===== config.mk =====
export PLATFORM = sky130hd
export DESIGN_NAME = scalar_kalman_angle_filter
export DESIGN_NICKNAME = d
export VERILOG_FILES = /design/src/rtl/skaf_pkg.sv /design/src/rtl/scalar_kalman_angle_filter.sv
export VERILOG_INCLUDE_DIRS = /design/src /design/src/rtl
export SDC_FILE = /design/constraint.sdc
export NUM_CORES = 2
export LEC_CHECK = 0
export ABC_AREA = 1
export BUFFER_PORTS_ARGS = -buffer_cell sky130_fd_sc_hd__buf_2
export CAP_MARGIN = 20
export CORE_MARGIN = 1.5
export CORE_UTILIZATION = 55
export CTS_CLUSTER_DIAMETER = 150
export DETAILED_ROUTE_END_ITERATION = 12
export PLACE_DENSITY_LB_ADDON = 0.12
export SKIP_CTS_REPAIR_TIMING = 1
export SLEW_MARGIN = 20
export SYNTH_ARGS = -nofsm -noshare
export SYNTH_HDL_FRONTEND = slang
export SYNTH_SLANG_ARGS = --single-unit

===== constraint.sdc =====
create_clock -name i_clk -period 24.7 [get_ports i_clk]
set_clock_uncertainty 0.05 [all_clocks]
set_input_delay 0 -clock i_clk [delete_from_list [all_inputs] [get_ports i_clk]]
set_output_delay 0 -clock i_clk [all_outputs]
set_load 0.01 [all_outputs]

===== src/rtl/scalar_kalman_angle_filter_defines.svh =====
`ifndef SCALAR_KALMAN_ANGLE_FILTER_DEFINES_SVH
`define SCALAR_KALMAN_ANGLE_FILTER_DEFINES_SVH

// same-cycle implication on the block clock, off during reset
`define SKAF_AST_IMP(label, ante, cons, msg) \
    label: assert property (@(posedge i_clk) disable iff (!i_rst_n) (ante) |-> (cons)) \
        else $error(msg);

// next-cycle implication on the block clock, off during reset
`define SKAF_AST_NXT(label, ante, cons, msg) \
    label: assert property (@(posedge i_clk) disable iff (!i_rst_n) (ante) |=> (cons)) \
        else $error(msg);

`endif


===== src/rtl/skaf_pkg.sv =====
`timescale 1ns / 1ps
package skaf_pkg;

    localparam int FRAC_BITS  = 16;
    localparam int DT_FRAC    = 24;
    localparam int GAIN_FRAC  = 16;
    localparam int CFG_W      = 24;
    localparam int DATA_W     = 32;
    localparam int ADDR_W     = 4;

    // digit-serial multiplier geometry
    localparam int MCAND_W    = 34;
    localparam int DIGIT_W    = 4;
    localparam int MUL_DIGITS = 7;
    localparam int MPLR_W     = DIGIT_W * MUL_DIGITS;
    localparam int ACC_W      = MCAND_W + DIGIT_W;
    localparam int PROD_W     = ACC_W + MPLR_W;

    // bit-serial divider geometry
    localparam int GAIN_W     = GAIN_FRAC + 1;
    localparam int DEN_W      = 34;
    localparam int CNT_W      = 5;

    localparam int SH_DQ      = 40 - FRAC_BITS;
    localparam int SH_RR      = 32 - FRAC_BITS;
    localparam int VAR_INIT_UNITS = 4 * 2;

    localparam logic [GAIN_W-1:0] GAIN_ONE = GAIN_W'(64'd1 << GAIN_FRAC);
    localparam logic [DATA_W-1:0] VAR_INIT = DATA_W'(64'(VAR_INIT_UNITS) << FRAC_BITS);

    localparam logic [CFG_W-1:0] TIME_STEP_RST     = 24'd67109;
    localparam logic [CFG_W-1:0] PROCESS_NOISE_RST = 24'd262144;
    localparam logic [CFG_W-1:0] MEASURE_NOISE_RST = 24'd196608;

    localparam logic signed [PROD_W-1:0] RND_DT = PROD_W'(64'd1 << (DT_FRAC - 1));
    localparam logic signed [PROD_W-1:0] RND_DQ = PROD_W'(64'd1 << (SH_DQ - 1));
    localparam logic signed [PROD_W-1:0] RND_Q  = PROD_W'(64'd1 << (FRAC_BITS - 1));
    localparam logic signed [PROD_W-1:0] RND_RR = PROD_W'(64'd1 << (SH_RR - 1));
    localparam logic signed [PROD_W-1:0] RND_G  = PROD_W'(64'd1 << (GAIN_FRAC - 1));

    localparam logic signed [PROD_W-1:0] S32_MAX = PROD_W'(64'sh7FFF_FFFF);
    localparam logic signed [PROD_W-1:0] S32_MIN = ~S32_MAX;
    localparam logic [PROD_W-1:0]        U32_MAX = PROD_W'(64'hFFFF_FFFF);

    localparam logic [1:0] REG_TIME_STEP     = 2'd0;
    localparam logic [1:0] REG_PROCESS_NOISE = 2'd1;
    localparam logic [1:0] REG_MEASURE_NOISE = 2'd2;

    localparam logic CMD_STEP = 1'b0;
    localparam logic CMD_LOAD = 1'b1;

    typedef enum logic [3:0] {
        ST_IDLE,
        ST_PRED,
        ST_DQ,
        ST_QQ,
        ST_RR,
        ST_DIV,
        ST_CORR,
        ST_VAR,
        ST_DONE
    } t_state;

    typedef struct packed {
        logic               command;
        logic [1:0]         axis;
        logic signed [31:0] rate;
        logic signed [31:0] measurement;
    } t_in_req;

    typedef struct packed {
        logic [1:0]         axis_out;
        logic signed [31:0] angle_estimate;
        logic [31:0]        uncertainty;
    } t_out_rsp;

    function automatic logic signed [DATA_W-1:0] sat32(input logic signed [PROD_W-1:0] x);
        logic signed [PROD_W-1:0] y;
        y = x;
        if (x > S32_MAX) begin
            y = S32_MAX;
        end else if (x < S32_MIN) begin
            y = S32_MIN;
        end
        return y[DATA_W-1:0];
    endfunction

    function automatic logic [DATA_W-1:0] satu32(input logic [PROD_W-1:0] x);
        return (x > U32_MAX) ? U32_MAX[DATA_W-1:0] : x[DATA_W-1:0];
    endfunction

endpackage


===== src/rtl/scalar_kalman_angle_filter.sv =====
// filter step: states PRED, DQ, QQ, RR, DIV, CORR, VAR, DONE in order; no new request until back in IDLE
// load and out-of-range requests go from IDLE straight to DONE; DONE waits until the result register is free
// a step runs on the shared 4-bit digit multiplier (six products, 7 digits each)
// and the radix-2 gain divider (17 quotient bits)
// reset (synchronous, active low): config registers to defaults, angles to zero,
// variances to 8.0, no result pending; no clearing pass
`timescale 1ns / 1ps
`include "scalar_kalman_angle_filter_defines.svh"
module scalar_kalman_angle_filter #(
    parameter int NUM_AXES = 3
) (
    input  logic                              i_clk,
    input  logic                              i_rst_n,
    input  logic                              i_in_valid,
    output logic                              o_in_stall,
    input  skaf_pkg::t_in_req                 i_in_data,
    output logic                              o_out_valid,
    input  logic                              i_out_stall,
    output skaf_pkg::t_out_rsp                o_out_data,
    input  logic                              psel,
    input  logic                              penable,
    input  logic                              pwrite,
    input  logic [skaf_pkg::ADDR_W-1:0]       paddr,
    input  logic [skaf_pkg::DATA_W-1:0]       pwdata,
    output logic [skaf_pkg::DATA_W-1:0]       prdata,
    output logic                              pready
);

    localparam int AW = (NUM_AXES > 1) ? $clog2(NUM_AXES) : 1;

    skaf_pkg::t_state r_state, n_state;
    logic [skaf_pkg::CNT_W-1:0] r_cnt, n_cnt;

    logic [skaf_pkg::CFG_W-1:0] r_time_step, n_time_step;
    logic [skaf_pkg::CFG_W-1:0] r_process_noise, n_process_noise;
    logic [skaf_pkg::CFG_W-1:0] r_measure_noise, n_measure_noise;

    logic signed [skaf_pkg::DATA_W-1:0] r_angle_store [NUM_AXES];
    logic [skaf_pkg::DATA_W-1:0]        r_variance_store [NUM_AXES];

    logic                r_out_valid, n_out_valid;
    skaf_pkg::t_out_rsp  r_out, n_out;

    logic                               r_cmd, n_cmd;
    logic [1:0]                         r_axis, n_axis;
    logic signed [skaf_pkg::DATA_W-1:0] r_rate, n_rate;
    logic signed [skaf_pkg::DATA_W-1:0] r_meas, n_meas;

    logic signed [skaf_pkg::MCAND_W-1:0] r_mcand, n_mcand;
    logic signed [skaf_pkg::PROD_W-1:0]  r_prod, n_prod;
    logic signed [skaf_pkg::DATA_W-1:0]  r_pred, n_pred;
    logic [skaf_pkg::DATA_W-1:0]         r_p, n_p;
    logic [skaf_pkg::DEN_W-1:0]          r_den, n_den;
    logic                                r_den_zero, n_den_zero;
    logic [skaf_pkg::DEN_W-1:0]          r_rem, n_rem;
    logic [skaf_pkg::GAIN_W-1:0]         r_quo, n_quo;
    logic [skaf_pkg::GAIN_W-1:0]         r_gain, n_gain;
    logic signed [skaf_pkg::DATA_W-1:0]  r_angle_new, n_angle_new;

    logic                                w_accept;
    logic                                w_out_free;
    logic                                w_in_axis_ok;
    logic                                w_axis_ok;
    logic [AW-1:0]                       w_idx;
    logic signed [skaf_pkg::DATA_W-1:0]  w_angle_cur;
    logic [skaf_pkg::DATA_W-1:0]         w_var_cur;
    logic                                w_cfg_wr;
    logic                                w_mul_last;
    logic                                w_div_last;

    logic [skaf_pkg::DIGIT_W-1:0]        w_digit;
    logic signed [skaf_pkg::ACC_W-1:0]   w_mc_ext;
    logic signed [skaf_pkg::ACC_W-1:0]   w_dg_ext;
    logic signed [skaf_pkg::ACC_W-1:0]   w_part;
    logic signed [skaf_pkg::ACC_W-1:0]   w_acc;
    logic signed [skaf_pkg::PROD_W-1:0]  w_step;

    logic signed [skaf_pkg::PROD_W-1:0]  w_rnd_dt;
    logic signed [skaf_pkg::PROD_W-1:0]  w_rnd_dq;
    logic signed [skaf_pkg::PROD_W-1:0]  w_rnd_q;
    logic signed [skaf_pkg::PROD_W-1:0]  w_rnd_rr;
    logic signed [skaf_pkg::PROD_W-1:0]  w_rnd_g;
    logic signed [skaf_pkg::PROD_W-1:0]  w_pred_sum;
    logic [skaf_pkg::PROD_W-1:0]         w_p_sum;
    logic [skaf_pkg::PROD_W-1:0]         w_den;
    logic [skaf_pkg::PROD_W-1:0]         w_num;
    logic [skaf_pkg::DEN_W:0]            w_shift;
    logic [skaf_pkg::DEN_W:0]            w_sub;
    logic                                w_ge;
    logic [skaf_pkg::GAIN_W-1:0]         w_gain;
    logic [skaf_pkg::GAIN_W-1:0]         w_one_minus;
    logic signed [skaf_pkg::MCAND_W-1:0] w_err;
    logic signed [skaf_pkg::PROD_W-1:0]  w_ang_sum;

    logic                                w_wr_en;
    logic signed [skaf_pkg::DATA_W-1:0]  w_wr_angle;
    logic [skaf_pkg::DATA_W-1:0]         w_wr_var;

    assign o_in_stall  = (r_state != skaf_pkg::ST_IDLE);
    assign o_out_valid = r_out_valid;
    assign o_out_data  = r_out;
    assign pready      = 1'b1;

    assign w_accept     = i_in_valid && !o_in_stall;
    assign w_out_free   = !r_out_valid || !i_out_stall;
    assign w_in_axis_ok = (int'(i_in_data.axis) < NUM_AXES);
    assign w_axis_ok    = (int'(r_axis) < NUM_AXES);
    assign w_idx        = AW'(r_axis);
    assign w_angle_cur  = r_angle_store[w_idx];
    assign w_var_cur    = r_variance_store[w_idx];
    assign w_cfg_wr     = psel && penable && pwrite && pready;
    assign w_mul_last   = (r_cnt == skaf_pkg::CNT_W'(skaf_pkg::MUL_DIGITS));
    assign w_div_last   = (r_cnt == skaf_pkg::CNT_W'(skaf_pkg::GAIN_W));

    // one 4-bit digit of the multiplier per cycle
    assign w_digit  = r_prod[skaf_pkg::DIGIT_W-1:0];
    assign w_mc_ext = skaf_pkg::ACC_W'(r_mcand);
    assign w_dg_ext = {{(skaf_pkg::ACC_W - skaf_pkg::DIGIT_W){1'b0}}, w_digit};
    assign w_part   = w_mc_ext * w_dg_ext;
    assign w_acc    = r_prod[skaf_pkg::PROD_W-1 -: skaf_pkg::ACC_W] + w_part;
    assign w_step   = {{skaf_pkg::DIGIT_W{w_acc[skaf_pkg::ACC_W-1]}}, w_acc,
                       r_prod[skaf_pkg::MPLR_W-1:skaf_pkg::DIGIT_W]};

    // rounding of finished products
    assign w_rnd_dt = (r_prod + skaf_pkg::RND_DT) >>> skaf_pkg::DT_FRAC;
    assign w_rnd_dq = (r_prod + skaf_pkg::RND_DQ) >>> skaf_pkg::SH_DQ;
    assign w_rnd_q  = (r_prod + skaf_pkg::RND_Q) >>> skaf_pkg::FRAC_BITS;
    assign w_rnd_rr = (r_prod + skaf_pkg::RND_RR) >>> skaf_pkg::SH_RR;
    assign w_rnd_g  = (r_prod + skaf_pkg::RND_G) >>> skaf_pkg::GAIN_FRAC;

    assign w_pred_sum = skaf_pkg::PROD_W'(w_angle_cur) + w_rnd_dt;
    assign w_p_sum    = skaf_pkg::PROD_W'(w_var_cur) + w_rnd_q;
    assign w_den      = skaf_pkg::PROD_W'(r_p) + w_rnd_rr;
    assign w_num      = skaf_pkg::PROD_W'({r_p, {skaf_pkg::GAIN_FRAC{1'b0}}}) + (w_den >> 1);

    // restoring divider, one quotient bit per cycle
    assign w_shift = {r_rem, r_quo[skaf_pkg::GAIN_W-1]};
    assign w_ge    = (w_shift >= {1'b0, r_den});
    assign w_sub   = w_shift - {1'b0, r_den};

    assign w_gain      = r_den_zero ? '0 :
                         ((r_quo > skaf_pkg::GAIN_ONE) ? skaf_pkg::GAIN_ONE : r_quo);
    assign w_one_minus = skaf_pkg::GAIN_ONE - r_gain;
    assign w_err       = skaf_pkg::MCAND_W'(r_meas) - skaf_pkg::MCAND_W'(r_pred);
    assign w_ang_sum   = skaf_pkg::PROD_W'(r_pred) + w_rnd_g;

    always_comb begin
        n_state         = r_state;
        n_cnt           = r_cnt;
        n_time_step     = r_time_step;
        n_process_noise = r_process_noise;
        n_measure_noise = r_measure_noise;
        n_out_valid     = r_out_valid && i_out_stall;
        n_out           = r_out;
        n_cmd           = r_cmd;
        n_axis          = r_axis;
        n_rate          = r_rate;
        n_meas          = r_meas;
        n_mcand         = r_mcand;
        n_prod          = r_prod;
        n_pred          = r_pred;
        n_p             = r_p;
        n_den           = r_den;
        n_den_zero      = r_den_zero;
        n_rem           = r_rem;
        n_quo           = r_quo;
        n_gain          = r_gain;
        n_angle_new     = r_angle_new;
        w_wr_en         = 1'b0;
        w_wr_angle      = r_meas;
        w_wr_var        = skaf_pkg::VAR_INIT;

        if (w_cfg_wr) begin
            unique case (paddr[skaf_pkg::ADDR_W-1:2])
                skaf_pkg::REG_TIME_STEP:     n_time_step     = pwdata[skaf_pkg::CFG_W-1:0];
                skaf_pkg::REG_PROCESS_NOISE: n_process_noise = pwdata[skaf_pkg::CFG_W-1:0];
                skaf_pkg::REG_MEASURE_NOISE: n_measure_noise = pwdata[skaf_pkg::CFG_W-1:0];
                default: ;
            endcase
        end

        unique case (r_state)
            skaf_pkg::ST_IDLE: begin
                if (w_accept) begin
                    n_cmd  = i_in_data.command;
                    n_axis = i_in_data.axis;
                    n_rate = i_in_data.rate;
                    n_meas = i_in_data.measurement;
                    n_cnt  = '0;
                    if ((i_in_data.command == skaf_pkg::CMD_STEP) && w_in_axis_ok) begin
                        n_state = skaf_pkg::ST_PRED;
                    end else begin
                        n_state = skaf_pkg::ST_DONE;
                    end
                end
            end
            skaf_pkg::ST_PRED, skaf_pkg::ST_DQ, skaf_pkg::ST_QQ, skaf_pkg::ST_RR,
            skaf_pkg::ST_CORR, skaf_pkg::ST_VAR: begin
                if (r_cnt == '0) begin
                    unique case (r_state)
                        skaf_pkg::ST_PRED: begin
                            n_mcand = skaf_pkg::MCAND_W'(r_rate);
                            n_prod  = skaf_pkg::PROD_W'(r_time_step);
                        end
                        skaf_pkg::ST_DQ: begin
                            n_pred  = skaf_pkg::sat32(w_pred_sum);
                            n_mcand = skaf_pkg::MCAND_W'(r_time_step);
                            n_prod  = skaf_pkg::PROD_W'(r_process_noise);
                        end
                        skaf_pkg::ST_QQ: begin
                            n_mcand = skaf_pkg::MCAND_W'(w_rnd_dq);
                            n_prod  = skaf_pkg::PROD_W'(w_rnd_dq[skaf_pkg::MPLR_W-1:0]);
                        end
                        skaf_pkg::ST_RR: begin
                            n_p     = skaf_pkg::satu32(w_p_sum);
                            n_mcand = skaf_pkg::MCAND_W'(r_measure_noise);
                            n_prod  = skaf_pkg::PROD_W'(r_measure_noise);
                        end
                        skaf_pkg::ST_CORR: begin
                            n_gain  = w_gain;
                            n_mcand = w_err;
                            n_prod  = skaf_pkg::PROD_W'(w_gain);
                        end
                        default: begin
                            n_angle_new = skaf_pkg::sat32(w_ang_sum);
                            n_mcand     = skaf_pkg::MCAND_W'(r_p);
                            n_prod      = skaf_pkg::PROD_W'(w_one_minus);
                        end
                    endcase
                end else begin
                    n_prod = w_step;
                end
                if (w_mul_last) begin
                    n_cnt = '0;
                    unique case (r_state)
                        skaf_pkg::ST_PRED: n_state = skaf_pkg::ST_DQ;
                        skaf_pkg::ST_DQ:   n_state = skaf_pkg::ST_QQ;
                        skaf_pkg::ST_QQ:   n_state = skaf_pkg::ST_RR;
                        skaf_pkg::ST_RR:   n_state = skaf_pkg::ST_DIV;
                        skaf_pkg::ST_CORR: n_state = skaf_pkg::ST_VAR;
                        default:           n_state = skaf_pkg::ST_DONE;
                    endcase
                end else begin
                    n_cnt = r_cnt + skaf_pkg::CNT_W'(1);
                end
            end
            skaf_pkg::ST_DIV: begin
                if (r_cnt == '0) begin
                    n_den      = w_den[skaf_pkg::DEN_W-1:0];
                    n_den_zero = (w_den == '0);
                    n_rem      = w_num[skaf_pkg::GAIN_W +: skaf_pkg::DEN_W];
                    n_quo      = w_num[skaf_pkg::GAIN_W-1:0];
                end else begin
                    n_rem = w_ge ? w_sub[skaf_pkg::DEN_W-1:0] : w_shift[skaf_pkg::DEN_W-1:0];
                    n_quo = {r_quo[skaf_pkg::GAIN_W-2:0], w_ge};
                end
                if (w_div_last) begin
                    n_cnt   = '0;
                    n_state = skaf_pkg::ST_CORR;
                end else begin
                    n_cnt = r_cnt + skaf_pkg::CNT_W'(1);
                end
            end
            skaf_pkg::ST_DONE: begin
                if (w_out_free) begin
                    n_out_valid      = 1'b1;
                    n_out.axis_out   = r_axis;
                    n_state          = skaf_pkg::ST_IDLE;
                    if (!w_axis_ok) begin
                        n_out.angle_estimate = '0;
                        n_out.uncertainty    = '0;
                    end else begin
                        w_wr_en = 1'b1;
                        if (r_cmd == skaf_pkg::CMD_LOAD) begin
                            w_wr_angle = r_meas;
                            w_wr_var   = skaf_pkg::VAR_INIT;
                        end else begin
                            w_wr_angle = r_angle_new;
                            w_wr_var   = skaf_pkg::satu32(w_rnd_g);
                        end
                        n_out.angle_estimate = w_wr_angle;
                        n_out.uncertainty    = w_wr_var;
                    end
                end
            end
            default: n_state = skaf_pkg::ST_IDLE;
        endcase
    end

    always_comb begin
        unique case (paddr[skaf_pkg::ADDR_W-1:2])
            skaf_pkg::REG_TIME_STEP:     prdata = skaf_pkg::DATA_W'(r_time_step);
            skaf_pkg::REG_PROCESS_NOISE: prdata = skaf_pkg::DATA_W'(r_process_noise);
            skaf_pkg::REG_MEASURE_NOISE: prdata = skaf_pkg::DATA_W'(r_measure_noise);
            default:                     prdata = '0;
        endcase
    end

    always_ff @(posedge i_clk) begin
        if (!i_rst_n) begin
            r_state         <= skaf_pkg::ST_IDLE;
            r_cnt           <= '0;
            r_out_valid     <= 1'b0;
            r_time_step     <= skaf_pkg::TIME_STEP_RST;
            r_process_noise <= skaf_pkg::PROCESS_NOISE_RST;
            r_measure_noise <= skaf_pkg::MEASURE_NOISE_RST;
            for (int i = 0; i < NUM_AXES; i++) begin
                r_angle_store[i]    <= '0;
                r_variance_store[i] <= skaf_pkg::VAR_INIT;
            end
        end else begin
            r_state         <= n_state;
            r_cnt           <= n_cnt;
            r_out_valid     <= n_out_valid;
            r_time_step     <= n_time_step;
            r_process_noise <= n_process_noise;
            r_measure_noise <= n_measure_noise;
            if (w_wr_en) begin
                r_angle_store[w_idx]    <= w_wr_angle;
                r_variance_store[w_idx] <= w_wr_var;
            end
        end
    end

    always_ff @(posedge i_clk) begin
        r_out       <= n_out;
        r_cmd       <= n_cmd;
        r_axis      <= n_axis;
        r_rate      <= n_rate;
        r_meas      <= n_meas;
        r_mcand     <= n_mcand;
        r_prod      <= n_prod;
        r_pred      <= n_pred;
        r_p         <= n_p;
        r_den       <= n_den;
        r_den_zero  <= n_den_zero;
        r_rem       <= n_rem;
        r_quo       <= n_quo;
        r_gain      <= n_gain;
        r_angle_new <= n_angle_new;
    end

    `SKAF_AST_NXT(a_step_starts_pred, w_accept && (i_in_data.command == skaf_pkg::CMD_STEP) && w_in_axis_ok, r_state == skaf_pkg::ST_PRED, "step request did not start the predict multiply")
    `SKAF_AST_IMP(a_rem_below_den, (r_state == skaf_pkg::ST_DIV) && (r_cnt != '0) && !r_den_zero, r_rem < r_den, "divider remainder not below divisor")
    `SKAF_AST_IMP(a_gain_at_most_one, r_state == skaf_pkg::ST_VAR, r_gain <= skaf_pkg::GAIN_ONE, "gain above one")
    `SKAF_AST_IMP(a_result_from_done, $rose(o_out_valid), $past(r_state) == skaf_pkg::ST_DONE, "result raised outside the done state")

endmodule


==> results.ini <==
[cts]
cts.clk_slew.worst_paths_ns = 0.06
clkSinkCount = 768
cts_tree = done
cts_inserted_buffers = 83
ctsHtreeMaxLevel = 3
clockBufferDepth = 3
root_buffer = clkbuf_16
clk_latency_ns = 0.70

[floorplanning]
pin_count = 211
die_x_um = 326.1
dieArea_um2 = 106400
core_um2 = 103500
initial_core_util_pct = 55.48
rows = 118
die_h_um = 326.1

[layout]
fin_cells = 9317
regArea_um2 = 22230
n_fill_cell = 9262
layout.nets = 8421
fin_area_um2 = 64230
fin_util_pct = 62.06
multiInputGateArea_um2 = 30860
areaGrowthSynthToFinish_pct = 11.85
drive_above_1_share_pct = 6.491

[global_routing]
grt_overflow = 0
antenna_found_initial = 10
grt_max_degree = 84
grt_pass1_wl_um = 316900
grt_use_total_pct = 40.01
grt_pass1_vias = 50530

[timing]
tightest_slew_ns = 1.216
slew_viol_final = 0
final_hold_viol_count = 5
period_share_pct = 29.82
setup_viol = 0
fin_setup_tns_ns = 0
holdWs_ns = -0.01653
relSlewSlack_pct = 18.67
fmax_mhz = 135.8
min_period_ns = 7.365
rsz0062_at_grt = false

[setup_path]
r2r_cells = 30
cp_slowest_cell = edfxtp_1
cpMostUsedCell = inv_1
startpoint_type = register
critPathMaxFanout = 6
arrival_ns = 7.74
cp_slowest_stage_delay_ns = 0.61
endpoint_kind = register
cp_data_required_time_ns = 25.07
setup.worst_path.class = register to register

[place]
placed_cell_area_um2 = 60060
dp_hpwl_um = 171100
io_buffers = 191
dp.cells = 9025
gp_congestion = 1.056

[synthesis]
yosysTopAreaCell = edfxtp_1
synthCells = 7531
postSynthAreaPerCell_um2 = 7.625
seq_area_frac_synth_pct = 38.70
syn_area_um2 = 57420
synth_most_common_cell = nand2_1
synth_mux_area_share_pct = 0.03704
synthSimpleGateAreaFrac_pct = 24.05
synth_xor_area_share_pct = 3.519
yosysUniqueCellTypes = 64
netlist.area_leader.share_pct = 35.77
synth_area_leaders = edfxtp_1 (36%), nand2_1 (12%), ha_1 (7.3%), nor2_1 (6.6%), inv_1 (6.5%)
synth-main-ff-cell = edfxtp_1
synthTopCellsByCount = nand2_1 (1,818), nor2_1 (1,009), inv_1 (992)
synth_top_family_by_area = simple AND/OR/NAND/NOR gates
synth_edf_count = 684
synth_compound_area_share_pct = 14.32
synth_fa_ha_area_share_pct = 11.12
synth-seq-cells = 768
async_flop_share_pct = 0
yosys_warnings = 0

[drt]
wl_per_cell_um = 23.63
vias = 55140
dr.first_iter.drc_count = 6892
wl_met2_um = 97120
drtAntennaViolNets = 0
m1WireLength_um = 89080
highest_layer = met5
totalWireLength_um = 220200
wl_met3_um = 21770
drc = 0
firstDrtPassIters = 6
vias_per_cell = 5.918

[hold_path]
hold_depth = 2
hp-class = input port to register

[outcome]
outcome = finished, violations left
violations = hold timing

[flow_run]
cap_viol_max_count = 0

path summary, 6_finish.rpt:
kind / start / to / slack, ns
max reg2reg: r_prod[25] / r_rem[17] / 17.34
min: i_in_data[17] / r_meas[17] / -0.02
min reg2reg: r_process_noise[9] / r_process_noise[9] / 0.43
max: r_prod[25] / r_rem[17] / 17.34
layout by cell type (no fill, tap or decap), types with 64 or more instances in the layout:
| cell | count |
|---|---|
| clkbuf_16 | 85 |
| ha_1 | 336 |
| inv_1 | 990 |
| o22ai_1 | 64 |
| nor2_1 | 999 |
| xnor2_1 | 80 |
| fa_1 | 109 |
| nand4_1 | 80 |
| nand2_1 | 1815 |
| edfxtp_1 | 684 |
| dfxtp_1 | 82 |
| o21ai_0 | 548 |
| conb_1 | 73 |
| nand3_1 | 291 |
| a21oi_1 | 551 |
| dlygate4sd3_1 | 136 |
| buf_2 | 191 |
| xor2_1 | 147 |
stage by stage:
| step | setup WS, ns | hold slack, ns |
|---|---|---|
| floorplan | 16.30 | 0.04887 |
| CTS | 17.68 | -0.5940 |
| finish | 17.34 | -0.01653 |
| global placement | 17.71 | 0.1275 |
| global route | 16.94 | -0.02042 |
| detailed placement | 17.75 | 0.1281 |
sequential cells by signal, summed over array words and instances (netlist names), 2 cells and up, named ones only:
signal,count
o_out_data,66
r_angle_new,32
r_angle_store,128
r_axis,2
r_cnt,5
r_den,34
r_gain,17
r_mcand,34
r_meas,32
r_measure_noise,24
r_p,32
r_pred,32
r_process_noise,24
r_prod,62
r_quo,17
r_rate,32
r_rem,34
r_state,4
r_time_step,24
r_variance_store,128
kinds of logic after synthesis:
family	Yosys count
simple gates	3385
compound gates	1466
buf+inv	1234
flops	768
fa+ha+maj	445
xor+xnor	229
other cells	2
mux	2
critical path: cells and delay by family, from the launching register on:
family / cells / cell delay [ns]
flip-flops: 1 / 0.61
XOR/XNOR: 2 / 0.90
AO/OA/AOI/OAI: 6 / 1.23
AND/OR/NAND/NOR: 12 / 2.45
adder cells (fa/ha/maj): 2 / 0.82
buffers and inverters: 8 / 1.03
layer usage:
layer / GRT usage [%] / up-vias
met4: 19.04 / 8
met3: 7.070 / 529
li1: - / 25600
met5: 0 / -
met1: 54.59 / 26050
met2: 61.83 / 2956
area by class of cell:
type / instances / share of cell area [%]
sequential: 768 / 34.61
clock inverter: 59 / 0.9585
clock buffer: 94 / 3.380
inverter: 1026 / 6.000
timing repair buffer: 387 / 4.309
antenna: 3 / 0.01169
multi-input combinational: 5600 / 48.05
tap: 1380 / 2.688
Power is not shown: default switching activity piles up to over one toggle a cycle in this logic, so the estimate is an artifact.
